--- config.mk ---
export PLATFORM = sky130hd
export DESIGN_NAME = audio_gain_scaler
export DESIGN_NICKNAME = d
export VERILOG_FILES = /design/src/hw/rtl/ags_pkg.sv /design/src/hw/rtl/audio_gain_scaler.sv /design/src/hw/rtl/ags_input_stage.sv /design/src/hw/rtl/ags_scale_stage.sv
export SDC_FILE = /design/constraint.sdc
export NUM_CORES = 1
export LEC_CHECK = 0
export BUFFER_PORTS_ARGS = -buffer_cell sky130_fd_sc_hd__buf_2
export CORE_MARGIN = 8
export CORE_UTILIZATION = 40
export CTS_CLUSTER_DIAMETER = 200
export CTS_CLUSTER_SIZE = 25
export DETAILED_ROUTE_END_ITERATION = 6
export SLEW_MARGIN = 25
export SYNTH_ARGS = -nofsm -noshare
export SYNTH_HDL_FRONTEND = slang
export SYNTH_HIERARCHICAL = 1
export SYNTH_SLANG_ARGS = --single-unit
--- constraint.sdc ---
create_clock -name clk -period 8.7 [get_ports clk]
set_input_delay 0.435 -clock clk [delete_from_list [all_inputs] [get_ports clk]]
set_output_delay 0.435 -clock clk [all_outputs]
set_load 0.02 [all_outputs]
--- src/hw/rtl/ags_pkg.sv ---
`default_nettype none

package ags_pkg;

  // Sample format codes. Code three is unused and yields a zero sample.
  typedef enum logic [1:0] {
    FMT_S16   = 2'd0,
    FMT_S8    = 2'd1,
    FMT_MULAW = 2'd2
  } fmt_t;

  // Configuration register indexes.
  typedef enum logic [1:0] {
    REG_SAMPLE_FORMAT = 2'd0,
    REG_STEREO_MODE   = 2'd1,
    REG_LEFT_GAIN     = 2'd2,
    REG_RIGHT_GAIN    = 2'd3
  } reg_idx_t;

  localparam logic signed [15:0] GAIN_RESET     = 16'sd32767;
  localparam int                 SHIFT_WIDE     = 15;
  localparam int                 SHIFT_NARROW   = 7;
  localparam int                 GAIN_NARROW_SH = 8;
  localparam logic [7:0]         MULAW_OVER     = 8'd128;
  localparam logic [7:0]         MULAW_UNDER    = 8'd0;
  localparam logic [15:0]        MULAW_BIAS     = 16'd132;
  localparam logic [15:0]        MULAW_CLIP     = 16'd32635;

  // One sample after the input register: linear sample and the gain to apply.
  typedef struct packed {
    logic [1:0]         fmt;
    logic signed [15:0] sample;
    logic signed [15:0] gain;
    logic               last;
  } ags_item_t;

  function automatic logic signed [15:0] mulaw_decode(input logic [7:0] code);
    logic [7:0]  u;
    logic [15:0] t;
    u = ~code;
    t = (16'({u[3:0], 3'b000}) + MULAW_BIAS) << u[6:4];
    return u[7] ? $signed(MULAW_BIAS - t) : $signed(t - MULAW_BIAS);
  endfunction

  function automatic logic [7:0] mulaw_encode(input logic signed [15:0] x);
    logic        sign;
    logic [15:0] mag;
    logic [2:0]  expo;
    logic [3:0]  mant;
    sign = x[15];
    mag  = sign ? 16'(-x) : 16'(x);
    if (mag > MULAW_CLIP) begin
      mag = MULAW_CLIP;
    end
    mag  = mag + MULAW_BIAS;
    expo = 3'd0;
    // Exponent is the position of the leading one among bits 14 down to 8.
    for (int i = 1; i < 8; i++) begin
      if (mag[7 + i]) begin
        expo = 3'(i);
      end
    end
    mant = 4'(mag >> (4'(expo) + 4'd3));
    return ~{sign, expo, mant};
  endfunction

endpackage

`default_nettype wire

--- src/hw/rtl/audio_gain_scaler.sv ---
`default_nettype none

// Audio gain scaler: applies a signed 1.15 gain to one sample per beat in
// signed 16-bit, signed 8-bit or mu-law format, saturating the result and
// flagging each clipped sample on tuser, with a per-buffer clip count in the
// upper half of the output tdata. It takes one beat per cycle while the
// output is not stalled; a result passes through the input register
// (gain selection, mu-law decode) and then the multiply, saturate and
// encode stage that loads the output register. Mono mode uses the average of
// the two gains; stereo mode alternates left and right starting with left.
// A beat with tlast ends a buffer and clears the clip count and channel
// toggle. Write configuration only while no beats are in flight.

module audio_gain_scaler (
  input  wire logic        clk,
  input  wire logic        rst,
  input  wire logic        cfg_wr_en,
  input  wire logic [1:0]  cfg_index,
  input  wire logic [15:0] cfg_data,
  input  wire logic        s_axis_tvalid,
  output logic             s_axis_tready,
  input  wire logic [15:0] s_axis_tdata,  // [15:0] sample_in
  input  wire logic        s_axis_tlast,  // last_in_buffer
  output logic             m_axis_tvalid,
  input  wire logic        m_axis_tready,
  output logic [31:0]      m_axis_tdata,  // [15:0] sample_out, [31:16] clip_total
  output logic             m_axis_tuser   // clipped
);
  import ags_pkg::*;

  logic [1:0]         sample_format;
  logic               stereo_mode;
  logic signed [15:0] left_gain;
  logic signed [15:0] right_gain;
  logic               item_valid;
  logic               item_ready;
  ags_item_t          item;
  logic [15:0]        sample_out;
  logic [15:0]        clip_total;

  always_ff @(posedge clk) begin
    if (rst) begin
      sample_format <= FMT_S16;
      stereo_mode   <= 1'b0;
      left_gain     <= GAIN_RESET;
      right_gain    <= GAIN_RESET;
    end else if (cfg_wr_en) begin
      case (cfg_index)
        REG_SAMPLE_FORMAT: sample_format <= cfg_data[1:0];
        REG_STEREO_MODE:   stereo_mode   <= cfg_data[0];
        REG_LEFT_GAIN:     left_gain     <= $signed(cfg_data);
        REG_RIGHT_GAIN:    right_gain    <= $signed(cfg_data);
        default: ;
      endcase
    end
  end

  ags_input_stage u_input (
    .clk           (clk),
    .rst           (rst),
    .sample_format (sample_format),
    .stereo_mode   (stereo_mode),
    .left_gain     (left_gain),
    .right_gain    (right_gain),
    .in_valid      (s_axis_tvalid),
    .in_ready      (s_axis_tready),
    .in_sample     (s_axis_tdata),
    .in_last       (s_axis_tlast),
    .item_valid    (item_valid),
    .item_ready    (item_ready),
    .item          (item)
  );

  ags_scale_stage u_scale (
    .clk        (clk),
    .rst        (rst),
    .item_valid (item_valid),
    .item_ready (item_ready),
    .item       (item),
    .out_valid  (m_axis_tvalid),
    .out_ready  (m_axis_tready),
    .sample_out (sample_out),
    .clipped    (m_axis_tuser),
    .clip_total (clip_total)
  );

  assign m_axis_tdata = {clip_total, sample_out};

endmodule

`default_nettype wire

--- src/hw/rtl/ags_input_stage.sv ---
`default_nettype none

module ags_input_stage (
  input  wire logic               clk,
  input  wire logic               rst,
  input  wire logic [1:0]         sample_format,
  input  wire logic               stereo_mode,
  input  wire logic signed [15:0] left_gain,
  input  wire logic signed [15:0] right_gain,
  input  wire logic               in_valid,
  output logic                    in_ready,
  input  wire logic [15:0]        in_sample,
  input  wire logic               in_last,
  output logic                    item_valid,
  input  wire logic               item_ready,
  output ags_pkg::ags_item_t      item
);
  import ags_pkg::*;

  logic               right_channel_next;
  logic               right_channel_next_next;
  logic               narrow;
  logic signed [15:0] lg;
  logic signed [15:0] rg;
  logic signed [16:0] gain_sum;
  logic signed [16:0] gain_sum_adj;
  logic signed [15:0] gain_sel;
  logic signed [15:0] sample_lin;
  logic               accept;
  ags_item_t          item_next;

  assign in_ready = !item_valid || item_ready;
  assign accept   = in_valid && in_ready;
  assign narrow   = (sample_format != FMT_S16);

  always_comb begin
    lg = narrow ? (left_gain >>> GAIN_NARROW_SH) : left_gain;
    rg = narrow ? (right_gain >>> GAIN_NARROW_SH) : right_gain;
    gain_sum = 17'(lg) + 17'(rg);
    // Halving rounds toward zero: odd negative sums get one added first.
    gain_sum_adj = gain_sum + $signed({16'b0, gain_sum[16] & gain_sum[0]});
    if (stereo_mode) begin
      gain_sel = right_channel_next ? rg : lg;
    end else begin
      gain_sel = gain_sum_adj[16:1];
    end

    case (sample_format)
      FMT_S16:   sample_lin = $signed(in_sample);
      FMT_S8:    sample_lin = $signed({{8{in_sample[7]}}, in_sample[7:0]});
      FMT_MULAW: sample_lin = mulaw_decode(in_sample[7:0]);
      default:   sample_lin = '0;
    endcase

    item_next.fmt    = sample_format;
    item_next.sample = sample_lin;
    item_next.gain   = gain_sel;
    item_next.last   = in_last;

    right_channel_next_next = right_channel_next;
    if (stereo_mode) begin
      right_channel_next_next = !right_channel_next;
    end
    if (in_last) begin
      right_channel_next_next = 1'b0;
    end
  end

  always_ff @(posedge clk) begin
    if (rst) begin
      item_valid         <= 1'b0;
      right_channel_next <= 1'b0;
    end else begin
      if (accept) begin
        item_valid         <= 1'b1;
        right_channel_next <= right_channel_next_next;
      end else if (item_ready) begin
        item_valid <= 1'b0;
      end
    end
  end

  always_ff @(posedge clk) begin
    if (accept) begin
      item <= item_next;
    end
  end

endmodule

`default_nettype wire

--- src/hw/rtl/ags_scale_stage.sv ---
`default_nettype none

module ags_scale_stage (
  input  wire logic               clk,
  input  wire logic               rst,
  input  wire logic               item_valid,
  output logic                    item_ready,
  input  wire ags_pkg::ags_item_t item,
  output logic                    out_valid,
  input  wire logic               out_ready,
  output logic [15:0]             sample_out,
  output logic                    clipped,
  output logic [15:0]             clip_total
);
  import ags_pkg::*;

  logic               advance;
  logic signed [31:0] product;
  logic signed [31:0] scaled;
  logic [15:0]        sample_out_next;
  logic               clip_next;
  logic [15:0]        clip_counter;
  logic [15:0]        count_next;

  assign item_ready = !out_valid || out_ready;
  assign advance    = item_valid && item_ready;

  always_comb begin
    product         = item.sample * item.gain;
    scaled          = (item.fmt == FMT_S16) ? (product >>> SHIFT_WIDE)
                                            : (product >>> SHIFT_NARROW);
    sample_out_next = '0;
    clip_next       = 1'b0;
    case (item.fmt)
      FMT_S16: begin
        if (scaled > 32'sd32767) begin
          sample_out_next = 16'h7fff;
          clip_next       = 1'b1;
        end else if (scaled < -32'sd32768) begin
          sample_out_next = 16'h8000;
          clip_next       = 1'b1;
        end else begin
          sample_out_next = scaled[15:0];
        end
      end
      FMT_S8: begin
        if (scaled > 32'sd127) begin
          sample_out_next = 16'h007f;
          clip_next       = 1'b1;
        end else if (scaled < -32'sd128) begin
          sample_out_next = 16'h0080;
          clip_next       = 1'b1;
        end else begin
          sample_out_next = {8'b0, scaled[7:0]};
        end
      end
      FMT_MULAW: begin
        if (scaled > 32'sd32767) begin
          sample_out_next = {8'b0, MULAW_OVER};
          clip_next       = 1'b1;
        end else if (scaled < -32'sd32768) begin
          sample_out_next = {8'b0, MULAW_UNDER};
          clip_next       = 1'b1;
        end else begin
          sample_out_next = {8'b0, mulaw_encode(scaled[15:0])};
        end
      end
      default: begin
        sample_out_next = '0;
        clip_next       = 1'b0;
      end
    endcase

    count_next = clip_counter;
    if (clip_next && (clip_counter != 16'hffff)) begin
      count_next = clip_counter + 16'd1;
    end
  end

  always_ff @(posedge clk) begin
    if (rst) begin
      out_valid    <= 1'b0;
      clip_counter <= '0;
    end else begin
      if (advance) begin
        out_valid    <= 1'b1;
        clip_counter <= item.last ? 16'd0 : count_next;
      end else if (out_ready) begin
        out_valid <= 1'b0;
      end
    end
  end

  always_ff @(posedge clk) begin
    if (advance) begin
      sample_out <= sample_out_next;
      clipped    <= clip_next;
      clip_total <= count_next;
    end
  end

endmodule

`default_nettype wire

# Word-level counts from Yosys, hierarchy flattened
# Index checks and enable logic that the tools add are counted.
[word_totals]
ff_bits = 122
in_bits = 40
out_inout_bits = 35
elab_cells = 106
[classes]
add_sub_neg = 9
multipliers = 1
n_lt_le_gt_ge = 5
eq_ne = 8
n_shift = 2
n_mux = 42
bitwise = 3
reduce_logical = 21
[ops]
columns = ["operator", "n"]
rows = [
  ["16-bit 2-to-1 mux", 14],
  ["16-bit case mux with 3 select lines", 2],
  ["16-bit by 16-bit multiplier with 32-bit output", 1],
  ["15-bit 2-to-1 mux", 2],
  ["25-bit by 16-bit greater-than comparator with 1-bit output (second input constant)", 1],
  ["25-bit by 8-bit greater-than comparator with 1-bit output (second input constant)", 1],
  ["25-bit by 16-bit less-than comparator with 1-bit output (second input constant)", 1],
  ["25-bit by 8-bit less-than comparator with 1-bit output (second input constant)", 1],
  ["24-bit 2-to-1 mux", 1],
  ["3-bit 2-to-1 mux", 7],
  ["16-bit by 16-bit adder with 17-bit output", 1],
  ["17-bit by 2-bit adder with 17-bit output", 1],
  ["16-bit by 1-bit adder with 16-bit output (second input constant)", 1],
  ["16-bit by 8-bit adder with 16-bit output (second input constant)", 1],
  ["16-bit by 15-bit greater-than comparator with 1-bit output (second input constant)", 1],
  ["8-bit 2-to-1 mux", 2],
  ["16-bit != test (second input constant)", 1],
  ["16-bit negation", 1],
  ["8-bit inverter", 2],
  ["16-bit by 3-bit << shifter with 16-bit output", 1],
  ["16-bit by 4-bit >> shifter with 4-bit output", 1],
  ["16-bit by 8-bit subtractor with 16-bit output (second input constant)", 1],
  ["8-bit by 16-bit subtractor with 16-bit output (first input constant)", 1],
  ["1-bit 2-to-1 mux", 11],
  ["14 further kinds", 34],
]

# Logic depth before layout (Yosys ltp)
[depth]
depth_word = 26
depth_mapped = 37
mapped_depth_nobuf = 35

# Modules after synthesis
# Netlist, hierarchy kept.
[by_module_without_submodules]
columns = ["mod", "instances", "cells_each", "area_per_inst_um2", "seq_area_each_um2"]
rows = [
  ["ags_scale_stage", 1, 1718, 14647.8, 1331.3],
  ["ags_input_stage", 1, 524, 4367.9, 1091.0],
  ["audio_gain_scaler", 1, 136, 1363.8, 700.7],
]

# Least setup slack after synthesis
# OpenSTA, ideal clock, no wires.
[synth_timing]
kind = "reg-to-reg"
start = "register, netlist name u_input/item[4]"
end = "register u_scale.sample_out[0], data pin"
setup_ns = 0.269
arrival_ns = 8.671
required_ns = 8.431
path_slack_ns = -0.240
stages_incl_launch_ff = 31
path_buffers = 2
period_less_slack_ns = 8.940
cell_sequence = "edfxtp_1 > clkbuf_1 > and2_1 > fa_1 > inv_1 > fa_1 > inv_1 > fa_1 > fa_1 > fa_1 > inv_1 > fa_1 > inv_1 > ha_1 > clkbuf_1 > a21oi_1 > o21ai_0 > a21o_1 > a211o_1 > xor2_1 > a21o_1 > or4b_1 > o31ai_1 > xnor2_1 > nor3_1 > or4b_1 > nand3_1 > nand2_2 > o2111a_1 > a211oi_1 > o211ai_1"
[synth_via]
elab_chain_cells = 26
word_cells_on_any_way = 34
classes_between = "add/sub: 3; mul: 1; order compare: 5; shift: 1; mux: 23; bitwise: 1"
[synth_rtl]
columns = ["element", "line_no", "rtl"]
rows = [
  ["16-bit by 16-bit multiplier with 32-bit output (*)", "ags_scale_stage.sv:29", "product = item.sample * item.gain;"],
  ["24-bit 2-to-1 mux", "ags_scale_stage.sv:30", "scaled = (item.fmt == FMT_S16) ? (product >>> SHIFT_WIDE)"],
  ["16-bit negation", "ags_pkg.sv:51", "mag = sign ? 16'(-x) : 16'(x);"],
  ["16-bit 2-to-1 mux", "ags_pkg.sv:51", ""],
  ["16-bit by 15-bit greater-than comparator with 1-bit output", "ags_pkg.sv:52", "if (mag > MULAW_CLIP) begin"],
  ["16-bit 2-to-1 mux", "ags_pkg.sv:52", ""],
  ["16-bit 2-to-1 mux", "ags_scale_stage.sv:61", "end else if (scaled < -32'sd32768) begin"],
  ["16-bit 2-to-1 mux", "ags_scale_stage.sv:58", "if (scaled > 32'sd32767) begin"],
  ["[... 11 more ...]", "n/a", ""],
  ["3-bit 2-to-1 mux", "ags_scale_stage.sv:34", "case (item.fmt)"],
  ["3-bit by 2-bit adder with 4-bit output", "ags_pkg.sv:63", "mant = 4'(mag >> (4'(expo) + 4'd3));"],
  ["16-bit by 4-bit >> shifter with 4-bit output", "ags_pkg.sv:63", ""],
  ["8-bit inverter", "ags_pkg.sv:64", "return ~{sign, expo, mant};"],
  ["8-bit 2-to-1 mux", "ags_scale_stage.sv:61", ""],
  ["16-bit 2-to-1 mux", "ags_scale_stage.sv:58", ""],
  ["16-bit case mux with 3 select lines (*)", "ags_scale_stage.sv:34", ""],
  ["named net u_scale.sample_out_next[0]", "ags_scale_stage.sv:20", "logic [15:0] sample_out_next;"],
  ["end signal, assigned", "ags_scale_stage.sv:96", "sample_out <= sample_out_next;"],
  ["end, declared", "ags_scale_stage.sv:11", "output logic [15:0] sample_out,"],
]
# Mark *: on every way through the listed nets, which the timed path passes. The rest lies on a longest branch. The select of a mux whose other input is x is not followed.
# A chain may end at the register's enable or synchronous reset.

# Worst setup path in the final report
[layout_timing]
start = "register, netlist name u_input/item[7]"
end = "register u_scale.sample_out[2], data pin"
[layout_via]
elab_chain_cells = 26
word_cells_on_any_way = 34
classes_between = "add/sub: 3; mul: 1; order compare: 5; shift: 1; mux: 23; bitwise: 1"
[layout_rtl]
columns = ["element", "line_no"]
rows = [
  ["16-bit by 16-bit multiplier with 32-bit output (*)", "ags_scale_stage.sv:29"],
  ["24-bit 2-to-1 mux", "ags_scale_stage.sv:30"],
  ["16-bit negation", "ags_pkg.sv:51"],
  ["16-bit 2-to-1 mux", "ags_pkg.sv:51"],
  ["16-bit by 15-bit greater-than comparator with 1-bit output", "ags_pkg.sv:52"],
  ["16-bit 2-to-1 mux", "ags_pkg.sv:52"],
  ["16-bit 2-to-1 mux", "ags_scale_stage.sv:61"],
  ["16-bit 2-to-1 mux", "ags_scale_stage.sv:58"],
  ["[... 11 more ...]", "n/a"],
  ["3-bit 2-to-1 mux", "ags_scale_stage.sv:34"],
  ["3-bit by 2-bit adder with 4-bit output", "ags_pkg.sv:63"],
  ["16-bit by 4-bit >> shifter with 4-bit output", "ags_pkg.sv:63"],
  ["8-bit inverter", "ags_pkg.sv:64"],
  ["8-bit 2-to-1 mux", "ags_scale_stage.sv:61"],
  ["16-bit 2-to-1 mux", "ags_scale_stage.sv:58"],
  ["16-bit case mux with 3 select lines (*)", "ags_scale_stage.sv:34"],
  ["named net u_scale.sample_out_next[2]", "ags_scale_stage.sv:20"],
]
# Marked as above.

==> run summary <==
Status = finished clean
Netlist cell types = 113
Setup TNS = 0 ps
Iter 0 DRT Violations = 1120
WP data arrival = 8780 ps
Std cell rows = 82
Worst r2r path cells = 31
Final core occ = 48.5%
Worst Path Buf+Inv = 7
CP peak stage delay = 600 ps
Via Count = 17800
Starting density of the core = 40.5%
Syn nets = 2783
Placement Cell Area = 0.0230 mm^2
Root buf cell = clkbuf_16
Inserted Clock Buffers = 17
Final instance area = 0.0244 mm^2
CTS tree = built
Startpoint class of the critical path = flop
Worst hold start = s_axis_tlast
Post-synthesis sequential area ratio = 15.3%
Clk_lat worst skew = 440 ps
FFs w/ async S/R, synth = 0%
H-tree depth = 4
Mapped cell area = 0.0204 mm^2
FF-to-FF End = u_scale/sample_out[2]
Main synth FF type = edfxtp_1
EDFF count, synth = 68
Area grow syn2layout = 19.6%
DRC errors left = 0
Worst-path fanout max = 16
Syn Area/Cell = 8.57 um^2
Final max-slew violation count = 0
Fin crit period = 8610 ps
Diodes inserted = 0
DIE HEIGHT = 242 um
Final hold viol count = 0
Final worst path period share = 98.9%
Crit. End Element = flop
Slew @ Worst Pin = 964 ps
Die area = 0.0584 mm^2
Input/output buffers = 74
Critical-path top delay cell = or4_1
# setup viols final = 0
Hold-fix buffers at CTS = 0
WHS Path Cells = 1
Fmax = 0.116 GHz
Fin Hold WS = 224 ps
Unrepaired setup endpoints after global routing = yes
R2R Path Start = u_input/item[7]
Setup Skew = 18.3 ps
Number of routed nets with antenna violations = 0
Mapped Cells = 2378
Clk sinks = 122
CP top delay family = adder cells
Core Region = 0.0503 mm^2
#FFs+latches synth = 122
Maximum clock path buffer count = 2
Vias per cell = 5.39
Hpwl dp = 48100 um
Worst min path class = in2reg
Fillers = 4860
Total GRT Usage = 19.7%
Worst EP required = 8880 ps
WS Path Type = reg2reg
WHS Endpoint = u_input/item[0]
Routed len/inst = 17.6 um
Clock slew seen by the registers of the worst setup and hold paths = 60 ps
Die Wd = 242 um
First-pass GRT wire length = 95400 um
DR pass1 iterations = 6
Layout cells sized above 1 = 20.4%
Grt ovf = 0
Vias in the first global route = 18300
Routability Congestion = 0.929
Initial antenna violation count = 0
I/O pin count = 75
Crit path top cell by count = fa_1
Flop2flop setup slack = 90 ps
Largest net degree at the start of global routing = 73
Routed WL = 58400 um
Max_slew headroom = 35.8%
Synth Warn # = 6
Max cap viols = 0
Final #Nets = 3032
[layout make-up]
type	count	area (um^2)	share of cell area, %
Clock buffer	23	500	2.05
Clock inverter	9	86.3	0.354
Inverter	357	1340	5.51
Multi-Input combinational cell	1795	16000	65.7
Sequential cell	122	3120	12.8
Tap cell	672	841	3.45
Timing Repair Buffer	334	2460	10.1
[cell usage in the layout, fill, tap and decap left out, types with 12 or more instances in the layout]
master       n
a31oi_1     19
clkbuf_16   19
buf_4      248
and3_1      18
o211ai_1    28
a21oi_2     14
nand2b_1    33
and2_1     130
mux2i_1     52
a21o_1      35
xnor2_1     61
nand2_1    254
buf_2       73
o21ai_1     15
xor2_1      22
inv_1      353
o21ai_0     64
edfxtp_1    68
and4_1      12
nor2_1     150
a21oi_1     88
or3_1       26
fa_1       257
nor2b_1     13
nor3_1      23
nand4_1     19
nand3_1     52
dfxtp_1     54
ha_1        95
[worst max-delay path by stage]
stage | start | end | slack [ps] | cells after the start
2_1_floorplan | u_input/item[3] | u_scale/sample_out[2] | -20 | 31
3_3_place_gp | u_input/item[7] | u_scale/sample_out[0] | -120 | 31
3_5_place_dp | u_input/item[32] | u_scale/sample_out[0] | -130 | 30
4_1_cts | u_input/item[32] | u_scale/sample_out[2] | 20 | 28
5_1_grt | u_input/item[22] | u_scale/sample_out[1] | -270 | 32
6_report | u_input/item[7] | u_scale/sample_out[2] | 90 | 31
[Yosys cell counts (all sizes together), types with 28 or more instances]
cell	count	share of area, %
nand3	57	1.5
or3	28	0.86
nand2b	34	1.0
ha	103	6.3
a21oi	104	2.6
edfxtp	68	10
fa	262	26
inv	356	6.6
mux2i	54	2.7
buf	30	0.92
xnor2	63	2.8
o21ai	82	2.1
a21o	36	1.3
nand2	261	4.8
and2	134	4.1
clkbuf	74	1.4
o211ai	28	1.0
nor2	156	2.9
dfxtp	54	5.3
nor3	29	0.74
[sequential cells by signal (all words and copies together), names as in the netlist]
signal / flops
u_input/right_channel_next: 1
u_scale/clip_total: 16
u_input/item: 35
left_gain: 16
u_scale/out_valid: 1
stereo_mode: 1
u_input/item_valid: 1
u_scale/clipped: 1
sample_format: 2
u_scale/clip_counter: 16
right_gain: 16
u_scale/sample_out: 16
[metrics by stage]
stage,worst slack (ps),instances
final,92.9,3312
after global routing,-274,3312
after CTS,16.9,3293
after detailed placement,-135,3250
after global placement,-117,3249
after floorplan,-23.9,2378
[metal layers]
metal	vias to the layer above	part of all wire [%]	GRT usage (%)
li1	8472	-	-
met1	8857	43	25.0
met2	440	51	35.4
met3	77	3.9	1.76
met4	0	2.1	5.25
met5	-	0	0
[cell families after synthesis]
kind of cell	after synthesis	synth area share, %
simple gates	837	21.2
buf+inv	461	8.87
mux	66	3.43
compound gates	439	15.2
flops	122	15.3
fa+ha+maj	365	32.1
xor+xnor	88	3.91
[timing repair]
item | CTS | global route
buffers inserted | 11 | 19
endpoints found under the setup margin | 4 | 34
pin swaps | 10 | 37
resized for setup | 29 | 89
Power is not shown: default switching activity piles up to over one toggle a cycle in this logic, so the estimate is an artifact.
